**src/sv/fpfd_pkg.sv**
```systemverilog
// ----------------------------------------------------------------------------
// fpfd_pkg
// Shared types and constants of the FSK period frame demodulator.
// ----------------------------------------------------------------------------
package fpfd_pkg;

    localparam int SAMPLE_W = 16;
    localparam int MARGIN_W = 8;
    localparam int CFG_IDX_W = 2;

    localparam logic [CFG_IDX_W-1:0] CFG_ZERO_PERIOD   = 2'd0;
    localparam logic [CFG_IDX_W-1:0] CFG_START_MARGIN  = 2'd1;
    localparam logic [CFG_IDX_W-1:0] CFG_BIT_THRESHOLD = 2'd2;

    localparam logic [SAMPLE_W-1:0] ZERO_PERIOD_RST   = 16'd454;
    localparam logic [MARGIN_W-1:0] START_MARGIN_RST  = 8'd20;
    localparam logic [SAMPLE_W-1:0] BIT_THRESHOLD_RST = 16'd630;

    typedef logic [SAMPLE_W-1:0] t_sample;

    typedef enum logic [1:0] {
        ST_IDLE,
        ST_FRAME,
        ST_DECODE,
        ST_OUT
    } t_state;

    typedef struct packed {
        logic shift_sample;
        logic shift_pair;
    } t_cell_ctrl;

    typedef struct packed {
        logic start;
        logic step;
    } t_dec_ctrl;

endpackage

```
**src/sv/fpfd_cell.sv**
```systemverilog
// ----------------------------------------------------------------------------
// fpfd_cell
// One link of the sample chain: holds one sample pair and shifts it by one
// sample while collecting or by one pair while decoding.
// ----------------------------------------------------------------------------
module fpfd_cell (
    input  logic               i_clk,
    input  fpfd_pkg::t_cell_ctrl i_ctrl,
    input  fpfd_pkg::t_sample  i_nb_lo,
    input  fpfd_pkg::t_sample  i_nb_hi,
    output fpfd_pkg::t_sample  o_lo,
    output fpfd_pkg::t_sample  o_hi
);
    import fpfd_pkg::*;

    t_sample r_lo;
    t_sample r_hi;

    always_ff @(posedge i_clk) begin
        priority if (i_ctrl.shift_sample) begin
            r_lo <= r_hi;
            r_hi <= i_nb_lo;
        end else if (i_ctrl.shift_pair) begin
            r_lo <= i_nb_lo;
            r_hi <= i_nb_hi;
        end
    end

    assign o_lo = r_lo;
    assign o_hi = r_hi;

endmodule

```
**src/sv/fpfd_decoder.sv**
```systemverilog
// ----------------------------------------------------------------------------
// fpfd_decoder
// Averages the sample pair at the head of the chain, one pair per cycle while
// stepped, and assembles the frame word bit by bit.
// ----------------------------------------------------------------------------
module fpfd_decoder #(
    parameter int FRAME_BITS = 11
) (
    input  logic                  i_clk,
    input  logic                  i_rst_n,
    input  fpfd_pkg::t_dec_ctrl   i_ctrl,
    input  fpfd_pkg::t_sample     i_lo,
    input  fpfd_pkg::t_sample     i_hi,
    input  fpfd_pkg::t_sample     i_thr,
    output logic [FRAME_BITS-1:0] o_word
);
    import fpfd_pkg::*;

    logic                  r_first;
    logic                  r_prev_eq;
    logic [FRAME_BITS-1:0] r_word;
    logic [SAMPLE_W:0]     w_sum;
    t_sample               w_avg;
    logic                  w_one;

    assign w_sum = {1'b0, i_lo} + {1'b0, i_hi};
    assign w_avg = w_sum[SAMPLE_W:1];
    assign w_one = (w_avg > i_thr) && (r_first || !r_prev_eq);

    always_ff @(posedge i_clk) begin
        if (!i_rst_n) begin
            r_first   <= 1'b1;
            r_prev_eq <= 1'b0;
        end else if (i_ctrl.start) begin
            r_first   <= 1'b1;
        end else if (i_ctrl.step) begin
            r_first   <= 1'b0;
            r_prev_eq <= (w_avg == i_thr);
        end
    end

    always_ff @(posedge i_clk) begin
        if (i_ctrl.step) begin
            r_word <= {w_one, r_word[FRAME_BITS-1:1]};
        end
    end

    assign o_word = r_word;

endmodule

```
**src/sv/fsk_period_frame_demodulator_core.sv**
```systemverilog
// ----------------------------------------------------------------------------
// fsk_period_frame_demodulator_core
// After the last tick the frame word passes ST_DECODE and ST_OUT into the output register.
// Throughput: one tick per cycle while collecting; after the last tick of a
// frame the input stalls while the sample chain shifts one pair per cycle
// into the averager and then while the output register is loaded, held
// longer while the output register still carries an untaken word.
// Reset clears control state and the configuration to its defaults.
// ----------------------------------------------------------------------------
module fsk_period_frame_demodulator_core #(
    parameter int FRAME_BITS = 11
) (
    input  logic                          i_clk,
    input  logic                          i_rst_n,
    input  logic                          i_s_axis_tvalid,
    output logic                          o_s_axis_tready,
    input  logic [15:0]                   i_s_axis_tdata,  // measured_period
    input  logic                          i_s_axis_tuser,  // new_period
    output logic                          o_m_axis_tvalid,
    input  logic                          i_m_axis_tready,
    output logic [((FRAME_BITS+7)/8)*8-1:0] o_m_axis_tdata, // frame_bits, zero pad
    input  logic                          i_cfg_valid,
    output logic                          o_cfg_ready,
    input  logic [fpfd_pkg::CFG_IDX_W-1:0] i_cfg_index,
    input  logic [15:0]                   i_cfg_data
);
    import fpfd_pkg::*;

    localparam int NumSamples = 2 * FRAME_BITS;
    localparam int SampleCntW = $clog2(NumSamples);
    localparam int BitCntW    = $clog2(FRAME_BITS);
    localparam int TdataW     = ((FRAME_BITS + 7) / 8) * 8;

    t_sample               r_zero_period;
    logic [MARGIN_W-1:0]   r_start_margin;
    t_sample               r_bit_threshold;

    t_state                r_state;
    t_state                n_state;
    logic [SampleCntW-1:0] r_count;
    logic [SampleCntW-1:0] n_count;
    logic [BitCntW-1:0]    r_bcnt;
    logic [BitCntW-1:0]    n_bcnt;
    t_sample               r_last;
    logic                  r_m_valid;
    logic                  n_m_valid;
    logic [TdataW-1:0]     r_m_data;

    logic                  w_accept;
    t_sample               w_period;
    logic                  w_near;
    logic                  w_store;
    t_sample               w_value;
    logic                  w_load;
    t_cell_ctrl            w_cell_ctrl;
    t_dec_ctrl             w_dec_ctrl;
    logic [FRAME_BITS-1:0] w_word;
    t_sample               w_lo [FRAME_BITS];
    t_sample               w_hi [FRAME_BITS];

    assign o_cfg_ready = 1'b1;

    always_ff @(posedge i_clk) begin
        if (!i_rst_n) begin
            r_zero_period   <= ZERO_PERIOD_RST;
            r_start_margin  <= START_MARGIN_RST;
            r_bit_threshold <= BIT_THRESHOLD_RST;
        end else if (i_cfg_valid) begin
            unique case (i_cfg_index)
                CFG_ZERO_PERIOD:   r_zero_period   <= i_cfg_data;
                CFG_START_MARGIN:  r_start_margin  <= i_cfg_data[MARGIN_W-1:0];
                CFG_BIT_THRESHOLD: r_bit_threshold <= i_cfg_data;
                default: ;
            endcase
        end
    end

    assign o_s_axis_tready = (r_state == ST_IDLE) || (r_state == ST_FRAME);
    assign w_accept = i_s_axis_tvalid && o_s_axis_tready;
    assign w_period = {i_s_axis_tdata[SAMPLE_W-2:0], 1'b0};

    assign w_near =
        ({1'b0, w_period} <= ({1'b0, r_zero_period} + {9'd0, r_start_margin})) &&
        (({1'b0, w_period} + {9'd0, r_start_margin}) >= {1'b0, r_zero_period});

    assign w_value = i_s_axis_tuser ? w_period : r_last;

    always_comb begin
        w_store = 1'b0;
        if (w_accept) begin
            if (r_state == ST_FRAME) begin
                w_store = 1'b1;
            end else begin
                w_store = i_s_axis_tuser && w_near;
            end
        end
    end

    always_ff @(posedge i_clk) begin
        if (!i_rst_n) begin
            r_last <= '0;
        end else if (w_accept && i_s_axis_tuser) begin
            r_last <= w_period;
        end
    end

    always_ff @(posedge i_clk) begin
        if (!i_rst_n) begin
            r_state   <= ST_IDLE;
            r_count   <= '0;
            r_bcnt    <= '0;
            r_m_valid <= 1'b0;
        end else begin
            r_state   <= n_state;
            r_count   <= n_count;
            r_bcnt    <= n_bcnt;
            r_m_valid <= n_m_valid;
        end
    end

    always_comb begin
        n_state     = r_state;
        n_count     = r_count;
        n_bcnt      = r_bcnt;
        n_m_valid   = r_m_valid && !i_m_axis_tready;
        w_load      = 1'b0;
        w_cell_ctrl = '0;
        w_dec_ctrl  = '0;
        unique case (r_state)
            ST_IDLE, ST_FRAME: begin
                if (w_store) begin
                    w_cell_ctrl.shift_sample = 1'b1;
                    if (r_count == SampleCntW'(NumSamples - 1)) begin
                        n_count          = '0;
                        n_bcnt           = '0;
                        n_state          = ST_DECODE;
                        w_dec_ctrl.start = 1'b1;
                    end else begin
                        n_count = r_count + 1'b1;
                        n_state = ST_FRAME;
                    end
                end
            end
            ST_DECODE: begin
                w_cell_ctrl.shift_pair = 1'b1;
                w_dec_ctrl.step        = 1'b1;
                n_bcnt                 = r_bcnt + 1'b1;
                if (r_bcnt == BitCntW'(FRAME_BITS - 1)) begin
                    n_state = ST_OUT;
                end
            end
            ST_OUT: begin
                if (!r_m_valid || i_m_axis_tready) begin
                    w_load    = 1'b1;
                    n_m_valid = 1'b1;
                    n_state   = ST_IDLE;
                end
            end
            default: n_state = ST_IDLE;
        endcase
    end

    always_ff @(posedge i_clk) begin
        if (w_load) begin
            r_m_data <= TdataW'(w_word);
        end
    end

    assign o_m_axis_tvalid = r_m_valid;
    assign o_m_axis_tdata  = r_m_data;

    genvar k;
    generate
        for (k = 0; k < FRAME_BITS; k++) begin : g_chain
            if (k == FRAME_BITS - 1) begin : g_tail
                fpfd_cell u_cell (
                    .i_clk   (i_clk),
                    .i_ctrl  (w_cell_ctrl),
                    .i_nb_lo (w_value),
                    .i_nb_hi ('0),
                    .o_lo    (w_lo[k]),
                    .o_hi    (w_hi[k])
                );
            end else begin : g_body
                fpfd_cell u_cell (
                    .i_clk   (i_clk),
                    .i_ctrl  (w_cell_ctrl),
                    .i_nb_lo (w_lo[k+1]),
                    .i_nb_hi (w_hi[k+1]),
                    .o_lo    (w_lo[k]),
                    .o_hi    (w_hi[k])
                );
            end
        end
    endgenerate

    fpfd_decoder #(
        .FRAME_BITS (FRAME_BITS)
    ) u_decoder (
        .i_clk   (i_clk),
        .i_rst_n (i_rst_n),
        .i_ctrl  (w_dec_ctrl),
        .i_lo    (w_lo[0]),
        .i_hi    (w_hi[0]),
        .i_thr   (r_bit_threshold),
        .o_word  (w_word)
    );

`ifndef SYNTHESIS
    a_count_range: assert property (@(posedge i_clk) disable iff (!i_rst_n)
        r_count <= SampleCntW'(NumSamples - 1))
        else $error("sample count out of range");

    a_idle_count: assert property (@(posedge i_clk) disable iff (!i_rst_n)
        (r_state == ST_IDLE) |-> (r_count == '0))
        else $error("sample count not cleared while idle");

    a_decode_len: assert property (@(posedge i_clk) disable iff (!i_rst_n)
        (r_state == ST_DECODE && r_bcnt == BitCntW'(FRAME_BITS - 1)) |=>
        (r_state == ST_OUT))
        else $error("decode did not end after the last pair");

    a_valid_source: assert property (@(posedge i_clk) disable iff (!i_rst_n)
        $rose(o_m_axis_tvalid) |-> ($past(r_state) == ST_OUT))
        else $error("output raised outside the load step");

    a_frame_end: assert property (@(posedge i_clk) disable iff (!i_rst_n)
        (w_store && r_count == SampleCntW'(NumSamples - 1)) |=>
        (r_state == ST_DECODE && !o_s_axis_tready))
        else $error("full frame did not start decoding");
`endif

endmodule

```
**config.mk**
```make
export PLATFORM = sky130hd
export DESIGN_NAME = fsk_period_frame_demodulator_core
export DESIGN_NICKNAME = d
export VERILOG_FILES = /design/src/sv/fpfd_pkg.sv /design/src/sv/fpfd_cell.sv /design/src/sv/fpfd_decoder.sv /design/src/sv/fsk_period_frame_demodulator_core.sv
export SDC_FILE = /design/constraint.sdc
export NUM_CORES = 1
export LEC_CHECK = 0
export BUFFER_PORTS_ARGS = -buffer_cell sky130_fd_sc_hd__clkbuf_2
export CAP_MARGIN = 20
export CORE_MARGIN = 1
export CORE_UTILIZATION = 25
export DETAILED_ROUTE_END_ITERATION = 12
export PLACE_DENSITY = 0.37
export SYNTH_ARGS = -nofsm -noshare
export SYNTH_HDL_FRONTEND = slang
export SYNTH_SLANG_ARGS = --single-unit
export TNS_END_PERCENT = 10
```
**constraint.sdc**
```tcl
create_clock -name i_clk -period 27.9 [get_ports i_clk]
set_input_delay 5.58 -clock i_clk [delete_from_list [all_inputs] [get_ports i_clk]]
set_output_delay 5.58 -clock i_clk [all_outputs]
set_load 0.01 [all_outputs]
```
==> run summary <==
- flip-flop to flip-flop — class of the tightest hold or removal check
- 0.2493 — fraction of layout cells with a size suffix above 1
- 4 — iteration count of the initial detailed-routing pass
- sky130_fd_sc_hd__edfxtp_1 — leading area contributor after synthesis
- 64000 microns — first-pass GRT wire length
- 293.4 microns — x dimension of the die
- 0 — count of maximum capacitance violations
- 0.4978 — share of the synthesized area in the top cell type
- 61.08 nW/um^2 — power density over cell area
- 0 — post-synthesis async set-or-reset flop share
- flip-flop — Worst setup EP type
- 10780 — count of vias placed by the detailed router
- 0.08126 GHz — Max Clock Freq
- primary input to flip-flop — kind of critical path
- 12.31 ns — Min Clock Period, post-route
- 0 — total congestion overflow after global routing
- 9.047 nW — Lkg Pwr
- sky130_fd_sc_hd__clkbuf_16 — clock root buffer
- complete, no violations — result of the run
- 15.36 microns — detailed-route wire length per cell
- 20.33 ns — reg2reg setup slack
- 421 — synthesized flop and latch total
- 11950 sq um — total area of sequential cells
- 0 — Final Hold Violating Endpoints
- 106 — row count
- 3 — number of buffers on the longest clock path
- yes — TritonCTS clock tree
- 2 — H-tree Lvls
- 12.18% — growth of design area from synthesis to finish
- 421 — count of clock tree sinks
- 0.5629 — sequential fraction of the synthesis area
- 0 — count of antenna-violating nets left after detailed routing
- 1595 — Nets
- 0 — Gates resized, CTS repair
- 352 — count of flip-flops with a built-in enable after synthesis
- 0 — number of setup buffers added after CTS
- 0.59 ns — clk_lat worst skew
- 0.4411 — share of the clock period used by the worst path
- 12.49 ns — Data arrival, critical path
- 80 — top fanout value on the critical path
- 0.7752 — weighted congestion at the end of routability-driven global placement
- 83820 sq um — core region area
- 8363 sq um — area of combinational cells with multiple inputs
- 0 — antenna violations before repair
- primary input — kind of start point of the critical path
- 40570 microns — drt total wl
- 0 — Max Transition Viols Final
- 64 — number of distinct library cell variants in the gate-level netlist after synthesis
- sky130_fd_sc_hd__edfxtp_1 — most numerous cell in the Yosys netlist
- 1.046 ns — worst slew pin tran
- 144 — largest net degree at the start of global routing
- 21230 sq um — synthesized area
- 0.2533 — Starting Density
- 86100 sq um — die area
- 50 — CTS Buf Count
- 0.02936 ns — Layout Skew
- 51 — number of buffers added on ports
- 4.081 — vias per std cell
- 0 — count of hold buffers inserted by post-cts repair
- 610 — starting DRC count in detailed routing
- 0 — ant diodes
- 0 ns — accumulated negative setup slack
- 10920 — vias in the first global route
- 0.2842 — core occupancy in the finished layout
- 0 — synth warn
- 15.01 sq um — synthesized area per cell
- 59 — io pins
- 2552 — Inst Count DP
- sky130_fd_sc_hd__edfxtp_1 — dominant register cell in the synthesized netlist
- false — setup repair after global routing missed its margin
- 0.3028 — tightest slew margin relative to the limit
- 2642 — Finished Layout Cells
- 26290 microns — detailed-placement wirelength estimate
- sky130_fd_sc_hd__edfxtp_1 (50%), sky130_fd_sc_hd__mux2_4 (14%), sky130_fd_sc_hd__dfxtp_1 (6.5%) — synth top area cells
- sky130_fd_sc_hd__edfxtp_1 (352), sky130_fd_sc_hd__mux2_4 (200), sky130_fd_sc_hd__nand2_1 (122) — ranking of synthesized cells by instance count
- 0 — post-detailed-route DRC marker count
- 0 — setup violators final
- 28.08 ns — worst path required time
- 8542 — filler cell count
- 0.00003840 V — maximum vdd ir drop
- 0.06 ns — clock input transition at the sequential cells of the worst setup and hold paths
- 0.09394 — GRT Resource Usage Total
- 1415 — synthesized instance count
- 293.4 microns — Die Ht
## state kept, by name, summed over array words and instances, names as in the netlist, 2 cells and up
| register | count |
|---|---|
| r_bcnt | 4 |
| g_chain.g_body.u_cell.o_hi | 150 |
| g_chain.g_tail.u_cell.o_lo | 15 |
| r_count | 5 |
| r_bit_threshold | 16 |
| g_chain.g_tail.u_cell.o_hi | 15 |
| r_state | 2 |
| r_zero_period | 16 |
| r_start_margin | 8 |
| g_chain.g_body.u_cell.o_lo | 150 |
| r_last | 15 |
| o_m_axis_tdata | 11 |
| u_decoder.o_word | 11 |
## worst paths after layout
path	depth (start not counted)	from	endpoint
setup / recovery	21	i_s_axis_tdata[0]	g_chain[6].g_body.u_cell.o_hi[15]$_DFFE_PP_
setup reg to reg	20	r_start_margin[1]$_SDFFE_PN0P_	g_chain[6].g_body.u_cell.o_hi[15]$_DFFE_PP_
hold / removal	0	u_decoder.o_word[0]$_DFFE_PP_	o_m_axis_tdata[0]$_DFFE_PP_
hold reg to reg	0	u_decoder.o_word[0]$_DFFE_PP_	o_m_axis_tdata[0]$_DFFE_PP_
## where the power goes
| group | switching, mW | leakage [nW] | internal [mW] |
|---|---|---|---|
| registers | 0.00997 | 3.76 | 0.703 |
| logic | 0.0637 | 4.53 | 0.0585 |
| clock network | 0.260 | 0.754 | 0.360 |
## logic make-up (layout without fill, tap and decap cells)
group           count (synthesis)  count (layout)  synth area share
compound gates                178             178           0.05692
simple gates                  238             238           0.05357
flops                         421             421            0.5629
xor+xnor                       39              39           0.01609
other cells                     2               6         0.0003537
mux                           340             340            0.2151
fa+ha+maj                      84              84           0.05056
buf+inv                       113             202           0.04455
## cell type report
class	instances	area share
tap	1134	0.05957
timing repair buffer	64	0.01539
clock buffer	69	0.05736
inverter	49	0.007722
multi-input combinational	885	0.3511
sequential	421	0.5018
clock inverter	20	0.007091
## placed cells by master (no fill, tap or decap), drive strengths merged, types with 15 or more instances in the layout
cell type / instances
edfxtp: 352
mux2: 330
nand2: 122
clkbuf: 121
ha: 81
dfxtp: 69
inv: 51
a21boi: 40
o21ai: 36
xnor2: 35
a21oi: 32
nor2: 26
nor2b: 26
o211ai: 16
nand4: 15
clkinv: 15
## critical path, stage by stage
cell,delay [ns]
sky130_fd_sc_hd__clkbuf_2,0.16
sky130_fd_sc_hd__ha_1,0.24
sky130_fd_sc_hd__inv_1,0.07
sky130_fd_sc_hd__fa_1,0.41
sky130_fd_sc_hd__nor2b_1,0.12
sky130_fd_sc_hd__o21ai_0,0.11
sky130_fd_sc_hd__a21boi_0,0.27
sky130_fd_sc_hd__o21ai_0,0.17
sky130_fd_sc_hd__a21boi_0,0.58
sky130_fd_sc_hd__o2111ai_1,0.21
sky130_fd_sc_hd__xnor2_1,0.16
sky130_fd_sc_hd__ha_1,0.29
sky130_fd_sc_hd__o21ai_0,0.09
sky130_fd_sc_hd__nor2_1,0.09
sky130_fd_sc_hd__o21ai_0,0.10
sky130_fd_sc_hd__a21oi_1,0.30
sky130_fd_sc_hd__a2111o_1,0.25
sky130_fd_sc_hd__nand3_4,0.54
sky130_fd_sc_hd__nand2_4,0.95
sky130_fd_sc_hd__buf_4,0.71
sky130_fd_sc_hd__buf_4,0.91
## layer usage
metal  GRT usage  routed length (microns)  part of all wire
met3     0.01649                     1304             0.032
met2      0.1416                    17430              0.43
met5           0                        0                 0
met4     0.02922                      894             0.022
met1      0.1356                    20940              0.52
## through the flow
stage	hold slack, ns	instance area, sq um	total power [mW]	setup slack (ns)
after CTS	0.4244	23810	1.488	15.51
after detailed placement	0.4097	22280	0.8510	14.89
after global routing	0.4539	23820	1.519	14.80
final	0.4265	23820	1.455	15.59
after floorplan	0.4003	21250	0.8307	11.14
after global placement	0.4059	22270	0.8492	14.97
(Power assumes the default switching activity.)
